--- config.mk ---
export PLATFORM = sky130hd
export DESIGN_NAME = touch_sample_trimmed_mean_top
export DESIGN_NICKNAME = d
export VERILOG_FILES = /design/src/hdl/tstm_pkg.sv /design/src/hdl/tstm_div.sv /design/src/hdl/tstm_datapath.sv /design/src/hdl/tstm_ctrl.sv /design/src/hdl/touch_sample_trimmed_mean_top.sv
export SDC_FILE = /design/constraint.sdc
export NUM_CORES = 1
export LEC_CHECK = 0
export ABC_CLOCK_PERIOD_IN_PS = 5300
export BUFFER_PORTS_ARGS = -buffer_cell sky130_fd_sc_hd__buf_2
export CORE_UTILIZATION = 35
export DETAILED_ROUTE_END_ITERATION = 16
export GPL_ROUTABILITY_DRIVEN = 0
export GPL_TIMING_DRIVEN = 1
export SYNTH_ARGS = -nofsm -noshare
export SYNTH_HDL_FRONTEND = slang
export SYNTH_SLANG_ARGS = --single-unit
--- constraint.sdc ---
create_clock -name aclk -period 5.3 [get_ports aclk]
set_input_delay 0.53 -clock aclk [delete_from_list [all_inputs] [get_ports aclk]]
set_output_delay 0.53 -clock aclk [all_outputs]
set_load 0.005 [all_outputs]
--- src/hdl/tstm_pkg.sv ---
// tstm_pkg: shared types and constants of the touch sample trimmed mean filter
// beat structs, controller state, command and status groups
// no dependencies
package tstm_pkg;

    localparam int DEF_MAX_SAMPLES  = 18;
    localparam int DEF_MAX_ATTEMPTS = 10;

    localparam int SAMPLE_W  = 13;
    localparam int CHANNEL_W = 8;
    localparam int CFG_W     = 5;

    localparam logic [SAMPLE_W-1:0] INVALID_ABOVE = 13'd4096;
    localparam logic [SAMPLE_W-1:0] LOW_RESET     = 13'd5000;
    localparam logic [SAMPLE_W-1:0] SETTLE_SPREAD = 13'd50;
    localparam logic [CFG_W-1:0]    CFG_RESET     = 5'd15;
    localparam logic [CFG_W-1:0]    CFG_MIN_GROUP = 5'd3;

    typedef struct packed {
        logic [SAMPLE_W-1:0]  sample;
        logic                 start_req;
        logic [CHANNEL_W-1:0] channel_cmd;
    } in_beat_t;

    typedef struct packed {
        logic [SAMPLE_W-1:0]  average;
        logic                 failed;
        logic [CHANNEL_W-1:0] result_channel;
    } out_beat_t;

    typedef enum logic [1:0] {
        ST_IDLE,
        ST_MEASURE,
        ST_CHECK,
        ST_DIVIDE
    } state_t;

    typedef struct packed {
        logic start;        // begin a measurement, latch command byte
        logic sample;       // fold one sample into the group
        logic retry;        // drop the group, count one more attempt
        logic div_start;    // launch the trimmed mean division
        logic load_direct;  // result without division
        logic load_div;     // result from the divider
    } cmd_t;

    typedef struct packed {
        logic group_end;    // next sample completes the group
        logic settled;
        logic last_try;
        logic need_div;
        logic div_done;
    } status_t;

endpackage

--- src/hdl/tstm_div.sv ---
// tstm_div: restoring divider, one quotient bit per cycle
// used by tstm_datapath; no package dependency
module tstm_div #(
    parameter int DIVIDEND_W = 17,
    parameter int DIVISOR_W  = 5
) (
    input  logic                  aclk,
    input  logic                  aresetn,
    input  logic                  start,
    input  logic [DIVIDEND_W-1:0] dividend,
    input  logic [DIVISOR_W-1:0]  divisor,
    output logic                  done,
    output logic [DIVIDEND_W-1:0] quotient
);

    localparam int CNT_W = $clog2(DIVIDEND_W + 1);

    logic                  busy_reg, busy_next;
    logic                  done_reg, done_next;
    logic [CNT_W-1:0]      count_reg, count_next;
    logic [DIVIDEND_W-1:0] quo_reg, quo_next;
    logic [DIVISOR_W-1:0]  rem_reg, rem_next;
    logic [DIVISOR_W-1:0]  div_reg, div_next;
    logic [DIVISOR_W:0]    trial;
    logic [DIVISOR_W:0]    diff;
    logic                  ge;

    assign trial = {rem_reg, quo_reg[DIVIDEND_W-1]};
    assign diff  = trial - {1'b0, div_reg};
    assign ge    = trial >= {1'b0, div_reg};

    always_comb begin
        busy_next  = busy_reg;
        done_next  = 1'b0;
        count_next = count_reg;
        quo_next   = quo_reg;
        rem_next   = rem_reg;
        div_next   = div_reg;
        if (start) begin
            busy_next  = 1'b1;
            count_next = CNT_W'(DIVIDEND_W);
            quo_next   = dividend;
            rem_next   = '0;
            div_next   = divisor;
        end else if (busy_reg) begin
            rem_next   = ge ? diff[DIVISOR_W-1:0] : trial[DIVISOR_W-1:0];
            quo_next   = {quo_reg[DIVIDEND_W-2:0], ge};
            count_next = count_reg - CNT_W'(1);
            if (count_reg == CNT_W'(1)) begin
                busy_next = 1'b0;
                done_next = 1'b1;
            end
        end
    end

    always_ff @(posedge aclk) begin
        if (!aresetn) begin
            busy_reg  <= 1'b0;
            done_reg  <= 1'b0;
            count_reg <= '0;
        end else begin
            busy_reg  <= busy_next;
            done_reg  <= done_next;
            count_reg <= count_next;
        end
        quo_reg <= quo_next;
        rem_reg <= rem_next;
        div_reg <= div_next;
    end

    assign done     = done_reg;
    assign quotient = quo_reg;

endmodule

--- src/hdl/tstm_datapath.sv ---
// tstm_datapath: group statistics, config register, divider and result register
// depends on tstm_pkg and tstm_div
module tstm_datapath #(
    parameter int MAX_SAMPLES  = tstm_pkg::DEF_MAX_SAMPLES,
    parameter int MAX_ATTEMPTS = tstm_pkg::DEF_MAX_ATTEMPTS
) (
    input  logic                    aclk,
    input  logic                    aresetn,
    input  logic                    cfg_we,
    input  logic [tstm_pkg::CFG_W-1:0] cfg_data,
    input  tstm_pkg::in_beat_t      s_data,
    input  tstm_pkg::cmd_t          cmd,
    output tstm_pkg::status_t       status,
    output tstm_pkg::out_beat_t     m_data
);

    import tstm_pkg::*;

    localparam int POS_W = $clog2(MAX_SAMPLES + 1);
    localparam int SUM_W = $clog2(MAX_SAMPLES * 4096 + 1);
    localparam int ATT_W = $clog2(MAX_ATTEMPTS + 1);
    localparam int CMP_W = (POS_W > CFG_W) ? POS_W : CFG_W;

    logic [CFG_W-1:0]     cfg_reg;
    logic [SUM_W-1:0]     sum_reg, sum_next;
    logic [SAMPLE_W-1:0]  low_reg, low_next;
    logic [SAMPLE_W-1:0]  high_reg, high_next;
    logic [SAMPLE_W-1:0]  last_smp_reg, last_smp_next;
    logic [POS_W-1:0]     vcount_reg, vcount_next;
    logic [POS_W-1:0]     pos_reg, pos_next;
    logic [ATT_W-1:0]     attempt_reg, attempt_next;
    logic                 last_inv_reg, last_inv_next;
    logic [CHANNEL_W-1:0] channel_reg, channel_next;
    out_beat_t            out_reg, out_next;

    logic [CMP_W-1:0]     cfg_ext;
    logic [CMP_W-1:0]     n_ext;
    logic [POS_W-1:0]     n_cur;
    logic [POS_W:0]       pos_inc;
    logic                 s_invalid;
    logic [SAMPLE_W-1:0]  spread;
    logic [SUM_W-1:0]     trimmed;
    logic [SAMPLE_W-1:0]  avg_direct;
    logic [SAMPLE_W-1:0]  avg_div;
    logic                 div_done;
    logic [SUM_W-1:0]     quotient;

    // group size: below three means one, capped at the maximum
    assign cfg_ext = CMP_W'(cfg_reg);
    always_comb begin
        if (cfg_reg < CFG_MIN_GROUP) begin
            n_ext = CMP_W'(1);
        end else if (cfg_ext > CMP_W'(MAX_SAMPLES)) begin
            n_ext = CMP_W'(MAX_SAMPLES);
        end else begin
            n_ext = cfg_ext;
        end
    end
    assign n_cur = n_ext[POS_W-1:0];

    assign pos_inc   = {1'b0, pos_reg} + (POS_W+1)'(1);
    assign s_invalid = s_data.sample > INVALID_ABOVE;
    assign spread    = high_reg - low_reg;
    assign trimmed   = sum_reg - SUM_W'(low_reg) - SUM_W'(high_reg);

    assign status.group_end = pos_inc >= {1'b0, n_cur};
    assign status.settled   = (vcount_reg != '0) && (spread < SETTLE_SPREAD);
    assign status.last_try  = (attempt_reg + ATT_W'(1)) >= ATT_W'(MAX_ATTEMPTS);
    assign status.need_div  = !last_inv_reg && (n_cur != POS_W'(1))
                              && (vcount_reg > POS_W'(1));
    assign status.div_done  = div_done;

    // n of one: the result is the last sample itself
    assign avg_direct = (!last_inv_reg && n_cur == POS_W'(1)) ? last_smp_reg : '0;
    assign avg_div    = (quotient > SUM_W'(INVALID_ABOVE)) ? INVALID_ABOVE
                                                           : quotient[SAMPLE_W-1:0];

    tstm_div #(
        .DIVIDEND_W (SUM_W),
        .DIVISOR_W  (POS_W)
    ) u_div (
        .aclk     (aclk),
        .aresetn  (aresetn),
        .start    (cmd.div_start),
        .dividend (trimmed),
        .divisor  (n_cur - POS_W'(2)),
        .done     (div_done),
        .quotient (quotient)
    );

    always_comb begin
        sum_next      = sum_reg;
        low_next      = low_reg;
        high_next     = high_reg;
        last_smp_next = last_smp_reg;
        vcount_next   = vcount_reg;
        pos_next      = pos_reg;
        attempt_next  = attempt_reg;
        last_inv_next = last_inv_reg;
        channel_next  = channel_reg;
        out_next      = out_reg;
        priority if (cmd.start) begin
            sum_next      = '0;
            low_next      = LOW_RESET;
            high_next     = '0;
            vcount_next   = '0;
            pos_next      = '0;
            last_inv_next = 1'b0;
            attempt_next  = '0;
            channel_next  = s_data.channel_cmd;
        end else if (cmd.sample) begin
            pos_next      = pos_inc[POS_W-1:0];
            last_inv_next = s_invalid;
            last_smp_next = s_data.sample;
            if (!s_invalid) begin
                sum_next    = sum_reg + SUM_W'(s_data.sample);
                vcount_next = vcount_reg + POS_W'(1);
                if (s_data.sample < low_reg) begin
                    low_next = s_data.sample;
                end
                if (s_data.sample > high_reg) begin
                    high_next = s_data.sample;
                end
            end
        end else if (cmd.retry || cmd.load_direct || cmd.load_div) begin
            sum_next      = '0;
            low_next      = LOW_RESET;
            high_next     = '0;
            vcount_next   = '0;
            pos_next      = '0;
            last_inv_next = 1'b0;
            attempt_next  = cmd.retry ? attempt_reg + ATT_W'(1) : '0;
            if (cmd.load_direct) begin
                out_next.average        = avg_direct;
                out_next.failed         = last_inv_reg;
                out_next.result_channel = channel_reg;
            end else if (cmd.load_div) begin
                out_next.average        = avg_div;
                out_next.failed         = 1'b0;
                out_next.result_channel = channel_reg;
            end
        end else begin
            // hold while idle, between samples or while dividing
        end
    end

    always_ff @(posedge aclk) begin
        if (!aresetn) begin
            cfg_reg      <= CFG_RESET;
            sum_reg      <= '0;
            low_reg      <= LOW_RESET;
            high_reg     <= '0;
            last_smp_reg <= '0;
            vcount_reg   <= '0;
            pos_reg      <= '0;
            attempt_reg  <= '0;
            last_inv_reg <= 1'b0;
            channel_reg  <= '0;
        end else begin
            if (cfg_we) begin
                cfg_reg <= cfg_data;
            end
            sum_reg      <= sum_next;
            low_reg      <= low_next;
            high_reg     <= high_next;
            last_smp_reg <= last_smp_next;
            vcount_reg   <= vcount_next;
            pos_reg      <= pos_next;
            attempt_reg  <= attempt_next;
            last_inv_reg <= last_inv_next;
            channel_reg  <= channel_next;
        end
        out_reg <= out_next;
    end

    assign m_data = out_reg;

    dp_minmax_order: assert property (@(posedge aclk) disable iff (!aresetn)
        vcount_reg != '0 |-> high_reg >= low_reg)
        else $error("group maximum below minimum with valid samples present");

    dp_attempt_range: assert property (@(posedge aclk) disable iff (!aresetn)
        attempt_reg < ATT_W'(MAX_ATTEMPTS))
        else $error("attempt count beyond the attempt limit");

    // a group size shrunk mid-group may leave the position above the current size
    dp_pos_range: assert property (@(posedge aclk) disable iff (!aresetn)
        pos_reg <= POS_W'(MAX_SAMPLES) && vcount_reg <= pos_reg)
        else $error("group position or valid count out of range");

endmodule

--- src/hdl/tstm_ctrl.sv ---
// tstm_ctrl: measurement sequencer and result valid flag
// depends on tstm_pkg
module tstm_ctrl (
    input  logic              aclk,
    input  logic              aresetn,
    input  logic              s_valid,
    input  logic              start_req,
    output logic              s_ready,
    output logic              m_valid,
    input  logic              m_ready,
    input  tstm_pkg::status_t status,
    output tstm_pkg::cmd_t    cmd
);

    import tstm_pkg::*;

    state_t state_reg, state_next;
    logic   out_valid_reg, out_valid_next;
    logic   accept;

    assign accept = s_valid && s_ready;

    // outputs
    always_comb begin
        cmd     = '0;
        s_ready = 1'b0;
        unique case (state_reg)
            ST_IDLE: begin
                s_ready = 1'b1;
                cmd.start = s_valid && start_req;
            end
            ST_MEASURE: begin
                // hold samples while a result waits, a group end would need the register
                s_ready = !out_valid_reg;
                if (s_valid && !out_valid_reg) begin
                    cmd.start  = start_req;
                    cmd.sample = !start_req;
                end
            end
            ST_CHECK: begin
                if (!status.settled && !status.last_try) begin
                    cmd.retry = 1'b1;
                end else if (status.need_div) begin
                    cmd.div_start = 1'b1;
                end else begin
                    cmd.load_direct = 1'b1;
                end
            end
            ST_DIVIDE: begin
                cmd.load_div = status.div_done;
            end
            default: begin
                cmd     = '0;
                s_ready = 1'b0;
            end
        endcase
    end

    // next state
    always_comb begin
        state_next = state_reg;
        unique case (state_reg)
            ST_IDLE: begin
                if (accept && start_req) begin
                    state_next = ST_MEASURE;
                end
            end
            ST_MEASURE: begin
                if (accept && !start_req && status.group_end) begin
                    state_next = ST_CHECK;
                end
            end
            ST_CHECK: begin
                if (!status.settled && !status.last_try) begin
                    state_next = ST_MEASURE;
                end else if (status.need_div) begin
                    state_next = ST_DIVIDE;
                end else begin
                    state_next = ST_IDLE;
                end
            end
            ST_DIVIDE: begin
                if (status.div_done) begin
                    state_next = ST_IDLE;
                end
            end
            default: begin
                state_next = ST_IDLE;
            end
        endcase
    end

    always_comb begin
        priority if (cmd.load_direct || cmd.load_div) begin
            out_valid_next = 1'b1;
        end else if (m_ready) begin
            out_valid_next = 1'b0;
        end else begin
            out_valid_next = out_valid_reg;
        end
    end

    always_ff @(posedge aclk) begin
        if (!aresetn) begin
            state_reg     <= ST_IDLE;
            out_valid_reg <= 1'b0;
        end else begin
            state_reg     <= state_next;
            out_valid_reg <= out_valid_next;
        end
    end

    assign m_valid = out_valid_reg;

    ctrl_no_overwrite: assert property (@(posedge aclk) disable iff (!aresetn)
        (cmd.load_direct || cmd.load_div) |-> !out_valid_reg)
        else $error("result loaded over a pending beat");

    ctrl_idle_sample: assert property (@(posedge aclk) disable iff (!aresetn)
        (state_reg == ST_IDLE && accept && !start_req) |=> state_reg == ST_IDLE)
        else $error("sample beat while idle left the idle state");

    ctrl_load_to_idle: assert property (@(posedge aclk) disable iff (!aresetn)
        (cmd.load_direct || cmd.load_div) |=> (state_reg == ST_IDLE && out_valid_reg))
        else $error("result load did not end the measurement");

    ctrl_div_launch: assert property (@(posedge aclk) disable iff (!aresetn)
        cmd.div_start |-> (status.need_div && state_reg == ST_CHECK))
        else $error("division launched without a trimmed mean to form");

endmodule

--- src/hdl/touch_sample_trimmed_mean_top.sv ---
// touch sample trimmed mean filter: one sample beat per cycle inside a group while
// no earlier result waits for the receiver; a beat that completes a group moves the
// sequencer to the check state, and a trimmed mean then runs the bit-serial divider
// in the divide state; a direct result is loaded from the check state, a divided one
// when the divider is done; synchronous active-low reset clears all group state,
// idles the sequencer and sets the group size register to 15; no clearing pass
module touch_sample_trimmed_mean_top #(
    parameter int MAX_SAMPLES  = tstm_pkg::DEF_MAX_SAMPLES,
    parameter int MAX_ATTEMPTS = tstm_pkg::DEF_MAX_ATTEMPTS
) (
    input  logic                       aclk,
    input  logic                       aresetn,
    input  logic                       cfg_valid,
    output logic                       cfg_ready,
    input  logic [tstm_pkg::CFG_W-1:0] cfg_data,
    input  logic                       s_valid,
    output logic                       s_ready,
    input  tstm_pkg::in_beat_t         s_data,
    output logic                       m_valid,
    input  logic                       m_ready,
    output tstm_pkg::out_beat_t        m_data
);

    import tstm_pkg::*;

    cmd_t    cmd;
    status_t status;

    assign cfg_ready = 1'b1;

    tstm_ctrl u_ctrl (
        .aclk      (aclk),
        .aresetn   (aresetn),
        .s_valid   (s_valid),
        .start_req (s_data.start_req),
        .s_ready   (s_ready),
        .m_valid   (m_valid),
        .m_ready   (m_ready),
        .status    (status),
        .cmd       (cmd)
    );

    tstm_datapath #(
        .MAX_SAMPLES  (MAX_SAMPLES),
        .MAX_ATTEMPTS (MAX_ATTEMPTS)
    ) u_datapath (
        .aclk     (aclk),
        .aresetn  (aresetn),
        .cfg_we   (cfg_valid && cfg_ready),
        .cfg_data (cfg_data),
        .s_data   (s_data),
        .cmd      (cmd),
        .status   (status),
        .m_data   (m_data)
    );

endmodule

==> summary.md, run 1 <==
| Metric | Value |
|---|---|
| Number of buffers created by CTS | `17` |
| Setup repair after global routing missed its margin | `no` |
| Total routed wirelength | `23,940 um` |
| Critical path class | `register to register` |
| Slowest-stage cell, CP | `sky130_fd_sc_hd__a211o_1` |
| Instance count of the mapped netlist | `1,026` |
| Syn_area_per_cell | `9.050 um2` |
| Vias per std cell | `5.340` |
| Io pins | `57` |
| Critical path's top delay family | `compound AO/OA/AOI/OAI gates` |
| Req. time, crit path | `5.64 ns` |
| Cell area after placement | `9877 um2` |
| Pin count of the biggest net entering global routing | `40` |
| Number of logic stages on the critical path including buffering | `11` |
| Summed area of non-filler cells in the final layout | `10,430 um2` |
| Kind of launch point of the worst setup path | `register` |
| Most frequent standard cell in the layout excluding fill and tap cells | `sky130_fd_sc_hd__nand2_1` |
| Final min period | `4.151 ns` |
| Initial DRC Count | `514` |
| Combinational power share | `8.0%` |
| WP buf/inv | `1` |
| Number of flip-flops in the largest register | `22` |
| Number of antenna violations at the first check in global routing | `0` |
| Remaining global-route overflow | `0` |
| Via count | `7,562` |
| Non-filler instance count after layout | `1,416` |
| Post-synthesis cell area | `9285 um2` |
| Ys flop type | `sky130_fd_sc_hd__dfxtp_1` |
| Ratio of cells with drive above 1 in the final layout | `10.64%` |
| Skew final | `0.01084 ns` |
| Most used cell, CP | `sky130_fd_sc_hd__a211o_1` |
| Clock tree from TritonCTS | `done` |
| Outcome | `finished clean` |
| Placed cell count | `1,384` |
| Fmax | `240.9 MHz` |
| Global-route wire length before repair | `38,340 um` |
| Clock-pin slew reported for the worst setup and hold paths after clock tree synthesis | `0.07 ns` |
| Clock network power share | `46.1%` |
| Die area | `27,180 um2` |
| Pins over their slew limit | `0` |
| DRT antenna net count | `0` |
| Row count | `59` |
| Hold depth | `3` |
| Total power per unit cell area | `238.8 nW/um2` |
| Setup TNS Final | `0 ns` |
| Max-slew headroom at the worst pin | `36.10%` |
| Final nets | `1,211` |
| Signed area change from the synthesized netlist to the final layout | `12.33%` |
| Initial cell density of the core | `35.63%` |
| Async S/R FF share, synth | `0%` |
| Tot GR Track Use | `18.48%` |
| Slew @ Worst Pin | `0.9585 ns` |
| Min-delay worst type | `primary input to register` |
| Clock tree sinks | `143` |
| Internal power summed over all cells | `1.824 mW` |
| IO buf count | `55` |
| Die outline width | `164.9 um` |
| Sequential element share of the synthesized area | `35.57%` |
| Routed wirelength normalized by instance count | `16.91 um` |
| Flip-flop and latch count after synthesis | `143` |
| Number of setup violations in the final report | `0` |
| Height of the die | `164.9 um` |
| Clk_lat worst skew | `0.43 ns` |
| Diodes inserted | `0` |
| CP max stage delay | `0.76 ns` |
| Via count of the first global-routing pass | `7,157` |
| Register-to-Register Path Depth | `11` |
| Cell-by-cell listing of the critical path | `inv_1 > ha_1 > nor3b_1 > a211oi_1 > a211o_1 > a221o_1 > a2111oi_2 > and4_4 > a211o_1 > nor2_2 > o31ai_1` |
| Final worst path period share | `78.32%` |
| Synth Net Count | `1,169` |
| Worst VDD drop | `0.1819 mV` |
| Share of the core filled with cells in the final layout | `40.03%` |
| Seq pwr share | `45.9%` |
| Number of remaining DRC errors | `0` |
| Crit path max fanout | `30` |
| NetSw | `666.8 uW` |
| Critical path data arrival time | `4.49 ns` |
| CTS Root Cell | `sky130_fd_sc_hd__clkbuf_16` |
| Top library cells by usage in the layout, fill and taps aside | `sky130_fd_sc_hd__nand2_1, sky130_fd_sc_hd__dfxtp_1, sky130_fd_sc_hd__ha_1` |
| Kind of capture point of the worst setup path | `register` |
| Half-perimeter wire length of the detailed placement result | `18,280 um` |
| Postcts setup bufs | `0` |
| Number of different library cells in the post-synthesis netlist | `75` |
| Count of instances resized after the clock tree is built | `0` |
| Maximum buffer depth of the clock tree | `2` |
| Number of warning messages in the yosys log | `0` |
| Leak Pwr | `4.094 nW` |
| Max-cap check violation count | `0` |
| Number of iterations in the first detailed-routing pass | `7` |
| Core Footprint | `26,060 um2` |
| Fraction of power spent switching nets | `26.77%` |
| Final count of hold timing violations | `0` |
| H-tree levels | `4` |
| Count of flip-flops with a built-in enable after synthesis | `44` |
| Hold buffer count at CTS | `0` |
## power groups by stage
stage / registers, mW / clock network [mW] / logic [mW]
floorplan: 1.16 / 0 / 0.134
global placement: 1.17 / 0 / 0.197
detailed placement: 1.17 / 0 / 0.197
CTS: 1.14 / 1.18 / 0.199
global route: 1.15 / 1.23 / 0.222
finish: 1.14 / 1.15 / 0.199
## worst paths after layout
| check | start | to | slack (ns) |
|---|---|---|---|
| worst max register to register | u_datapath.high_reg[4] | u_datapath.low_reg[10] | 1.15 |
| worst max-delay path | u_datapath.high_reg[4] | u_datapath.low_reg[10] | 1.15 |
| worst min register to register | u_datapath.channel_reg[7] | u_datapath.m_data[7] | 0.43 |
| worst min-delay path | cfg_data[0] | u_datapath.cfg_ext[0] | 0.31 |
## stage by stage
stage | hold WS (ns) | power [mW] | worst slack (ns)
2_1_floorplan | 0.4076 | 1.297 | 0.8413
3_3_place_gp | 0.4097 | 1.365 | 1.260
3_5_place_dp | 0.4119 | 1.366 | 1.151
4_1_cts | 0.2967 | 2.521 | 1.112
5_1_grt | 0.3042 | 2.593 | 0.7141
6_report | 0.3130 | 2.491 | 1.149
## routing by layer
metal | vias up | wire length [um] | global-route usage [%]
li1 | 3788 | - | -
met5 | - | 0 | 0
met3 | 14 | 1204 | 3.541
met4 | 0 | 213 | 4.295
met1 | 3558 | 11580 | 25.25
met2 | 202 | 10950 | 29.93
## cell usage after synthesis (5+ instances only)
library cell	instances	area share [%]
sky130_fd_sc_hd__or4_1	12	0.97
sky130_fd_sc_hd__o21a_1	10	0.81
sky130_fd_sc_hd__nand2b_1	18	1.2
sky130_fd_sc_hd__a21o_1	14	1.1
sky130_fd_sc_hd__a21boi_0	16	1.3
sky130_fd_sc_hd__and3_1	9	0.61
sky130_fd_sc_hd__xor2_1	16	1.5
sky130_fd_sc_hd__a211oi_1	16	1.3
sky130_fd_sc_hd__xnor2_1	20	1.9
sky130_fd_sc_hd__ha_1	96	13
sky130_fd_sc_hd__o31ai_1	17	1.4
sky130_fd_sc_hd__buf_2	10	0.54
sky130_fd_sc_hd__nand3_1	40	2.2
sky130_fd_sc_hd__dfxtp_1	99	21
sky130_fd_sc_hd__a21oi_1	62	3.3
sky130_fd_sc_hd__nor2b_1	22	1.5
sky130_fd_sc_hd__nor4_1	11	0.74
sky130_fd_sc_hd__clkbuf_1	26	1.1
sky130_fd_sc_hd__a22o_1	16	1.5
sky130_fd_sc_hd__o21bai_1	8	0.65
sky130_fd_sc_hd__fa_1	15	3.2
sky130_fd_sc_hd__edfxtp_1	44	14
sky130_fd_sc_hd__nor2_1	52	2.1
sky130_fd_sc_hd__o21ai_1	21	1.1
sky130_fd_sc_hd__o21ai_0	52	2.8
sky130_fd_sc_hd__nand2_1	103	4.2
sky130_fd_sc_hd__nand4_1	6	0.40
sky130_fd_sc_hd__mux2i_1	23	2.5
sky130_fd_sc_hd__and2_1	5	0.34
sky130_fd_sc_hd__inv_1	66	2.7
sky130_fd_sc_hd__a21boi_1	6	0.49
sky130_fd_sc_hd__nor3_1	19	1.0
sky130_fd_sc_hd__o211ai_1	5	0.40
## layout make-up
cell class / count / area (um2)
Clock inverter: 15 / 127.6
Timing Repair Buffer: 63 / 335.3
Tap cell: 335 / 419.2
Inverter: 67 / 252.7
Multi-Input combinational cell: 776 / 5567
Fill cell: 2634 / 15630
Clock buffer: 17 / 425.4
Sequential cell: 143 / 3303
## cell families after synthesis
family                   share of synthesized area, %
other                                         0.04039
adder cells (fa/ha/maj)                         16.28
buffers and inverters                           4.595
flip-flops                                      35.57
XOR/XNOR                                        3.396
AND/OR/NAND/NOR                                 17.06
AO/OA/AOI/OAI                                   19.97
multiplexers                                    3.086
## tightest hold or removal path: cells and delay by family
kind / cells / cell delay [ns]
buffers and inverters: 1 / 0.08
muxes: 1 / 0.05
and+or+nand+nor: 1 / 0.06
Power figures use the tool's default switching activity.
==> run 2: changes to the inputs <==
--- a/config.mk
+++ b/config.mk
@@ -5,7 +5,7 @@
 export SDC_FILE = /design/constraint.sdc
 export NUM_CORES = 1
 export LEC_CHECK = 0
-export ABC_CLOCK_PERIOD_IN_PS = 5300
+export ABC_CLOCK_PERIOD_IN_PS = 3740
 export BUFFER_PORTS_ARGS = -buffer_cell sky130_fd_sc_hd__buf_2
 export CORE_UTILIZATION = 35
 export DETAILED_ROUTE_END_ITERATION = 16
==> constraint.sdc (replaced) <==
create_clock -name aclk -period 3.74 [get_ports aclk]
set_input_delay 0.374 -clock aclk [delete_from_list [all_inputs] [get_ports aclk]]
set_output_delay 0.374 -clock aclk [all_outputs]
set_load 0.005 [all_outputs]
==> run 2 against run 1 <==
  * Final cell count rose by 2.8%
  * Non-clock buffer count increased by 40
  * Combinational power rose by 53%
  * Total power rose by 47%
  * Core utilization rose by 1.9 points
  * Largest power group unchanged
==> summary.md, run 2 (same netlist as run 1, synthesis figures left out) <==
| Metric | Value |
|---|---|
| Outcome | `finished clean` |
| DRT antenna net count | `0` |
| Tot GR Track Use | `18.82%` |
| Remaining global-route overflow | `0` |
| Pins over their slew limit | `0` |
| Pin count of the biggest net entering global routing | `38` |
| Clock tree sinks | `143` |
| Skew final | `0.01042 ns` |
| Half-perimeter wire length of the detailed placement result | `19,000 um` |
| Share of the core filled with cells in the final layout | `41.96%` |
| Kind of launch point of the worst setup path | `register` |
| CP max stage delay | `0.39 ns` |
| Ratio of cells with drive above 1 in the final layout | `15.34%` |
| Minimum setup slack among reg-to-reg paths | `0.15 ns` |
| Io pins | `57` |
| Critical path's top delay family | `compound AO/OA/AOI/OAI gates` |
| Req. time, crit path | `3.87 ns` |
| Initial cell density of the core | `35.63%` |
| Global-route wire length before repair | `39,150 um` |
| Sequential standard cell area | `3304 um2` |
| Vias per std cell | `5.276` |
| Total power per unit cell area | `335.3 nW/um2` |
| Final count of hold timing violations | `0` |
| Cell-by-cell listing of the critical path | `inv_1 > ha_2 > nor3b_1 > a211oi_2 > a211o_1 > a221o_1 > a2111oi_4 > a41oi_2 > or2_1 > buf_4 > nand2b_1 > buf_12` |
| Clk_lat worst skew | `0.43 ns` |
| Row count | `59` |
| Number of iterations in the first detailed-routing pass | `5` |
| Routed wirelength normalized by instance count | `16.92 um` |
| Number of buffers created by CTS | `17` |
| Area of combinational cells with multiple inputs | `5652 um2` |
| Filler cells | `2,552` |
| Hold buffer count at CTS | `0` |
| Slew @ Worst Pin | `0.9471 ns` |
| CTS Root Cell | `sky130_fd_sc_hd__clkbuf_16` |
| WP buf/inv | `3` |
| Min-delay worst type | `primary input to register` |
| Number of remaining DRC errors | `0` |
| Fmax | `278.9 MHz` |
| Via count of the first global-routing pass | `7,394` |
| Worst VDD drop | `0.2831 mV` |
| Critical path class | `register to register` |
| Cell area after placement | `10,230 um2` |
| Max-slew headroom at the worst pin | `36.63%` |
| Height of the die | `164.9 um` |
| Clock-pin slew reported for the worst setup and hold paths after clock tree synthesis | `0.07 ns` |
| Clock tree from TritonCTS | `done` |
| Final worst path period share | `95.87%` |
| Summed area of non-filler cells in the final layout | `10,940 um2` |
| Number of flip-flops in the largest register | `22` |
| Initial DRC Count | `586` |
| Maximum buffer depth of the clock tree | `2` |
| H-tree levels | `4` |
| Core Footprint | `26,060 um2` |
| Kind of capture point of the worst setup path | `register` |
| Met3 wirelength from detailed routing | `1359 um` |
| Die outline width | `164.9 um` |
| Signed area change from the synthesized netlist to the final layout | `17.77%` |
| Max-cap check violation count | `0` |
| Top library cells by usage in the layout, fill and taps aside | `sky130_fd_sc_hd__nand2_1, sky130_fd_sc_hd__dfxtp_1, sky130_fd_sc_hd__ha_1` |
| Number of antenna violations at the first check in global routing | `1` |
| Highest layer used for signal routing | `met5` |
| Crit path max fanout | `17` |
| Slowest-stage cell, CP | `sky130_fd_sc_hd__a221o_1` |
| Routed wire length on met2 | `11,200 um` |
| Diodes inserted | `0` |
| Most frequent standard cell in the layout excluding fill and tap cells | `sky130_fd_sc_hd__nand2_1` |
| Total routed wirelength | `24,630 um` |
| Final min period | `3.585 ns` |
| Final nets | `1,251` |
| M1 wire length | `11,650 um` |
| Setup TNS Final | `0 ns` |
| IO buf count | `55` |
| Number of setup violations in the final report | `0` |
| Die area | `27,180 um2` |
| Leak Pwr | `4.356 nW` |
| Via count | `7,682` |
| Critical path data arrival time | `3.72 ns` |
[run 2: changes by cell type in the layout (fill, tap and decap cells not counted), moves of 2 or more]
cell,delta
sky130_fd_sc_hd__ha_1,-2
sky130_fd_sc_hd__buf_4,+35
sky130_fd_sc_hd__a211oi_2,+2
sky130_fd_sc_hd__ha_2,+2
sky130_fd_sc_hd__a2111oi_4,+2
sky130_fd_sc_hd__buf_12,+5
sky130_fd_sc_hd__inv_2,+3
sky130_fd_sc_hd__clkinv_2,-3
sky130_fd_sc_hd__clkinv_4,+2
sky130_fd_sc_hd__a211oi_1,-2
sky130_fd_sc_hd__clkinvlp_4,-2
sky130_fd_sc_hd__inv_1,-3
sky130_fd_sc_hd__clkbuf_16,+2
[run 2: area by class of cell]
cell class              instances  area share, %
clock buffers                  19          4.348
clock inverters                13          1.224
inverters                      67          2.311
multi-input cells             776          51.68
flip-flops and latches        143          30.22
well taps                     335          3.833
repair buffers                103          6.384
[run 2: per-stage QoR]
step	setup slack (ns)	cells	hold WS [ns]	total power, mW
floorplan	0.1519	1026	0.4076	1.839
global placement	0.00001799	1423	0.4102	1.950
detailed placement	-0.01533	1423	0.4213	1.953
CTS	0.01481	1455	0.1531	3.696
global route	-0.02203	1456	0.1499	3.808
finish	0.1545	1456	0.1616	3.667
[run 2: what timing repair did]
action                                  in CTS  in global routing
resized for setup                            2                 19
setup buffers                                0                  1
endpoints found under the setup margin       1                110
pin swaps                                    0                  3
[run 2: worst paths after layout]
path                        startpoint  depth (start not counted)                            end
max             u_datapath.high_reg[4]                         12  u_datapath.u_div.quotient[12]
min                        cfg_data[2]                          3          u_datapath.cfg_ext[2]
max reg2reg     u_datapath.high_reg[4]                         12  u_datapath.u_div.quotient[12]
min reg2reg  u_datapath.channel_reg[7]                          0           u_datapath.m_data[7]
[run 2: layer usage]
layer / track usage, % / up-vias
li1: - / 3870
met1: 25.18 / 3588
met2: 30.58 / 197
met3: 3.767 / 25
met4: 5.254 / 2
met5: 0 / -
[run 2: tightest hold or removal path, delay by kind of cell]
| kind | cells | cell delay [ns] |
|---|---|---|
| muxes | 1 | 0.05 |
| and+or+nand+nor | 1 | 0.06 |
| buffers and inverters | 1 | 0.07 |
[run 2: where the power goes]
| group | total, mW | switching (mW) | internal [mW] | leakage [nW] |
|---|---|---|---|---|
| Combinational | 0.305 | 0.182 | 0.123 | 2.88 |
| Sequential | 1.62 | 0.0151 | 1.61 | 1.18 |
| Clock | 1.74 | 0.773 | 0.968 | 0.301 |
| Total | 3.67 | 0.970 | 2.70 | 4.36 |
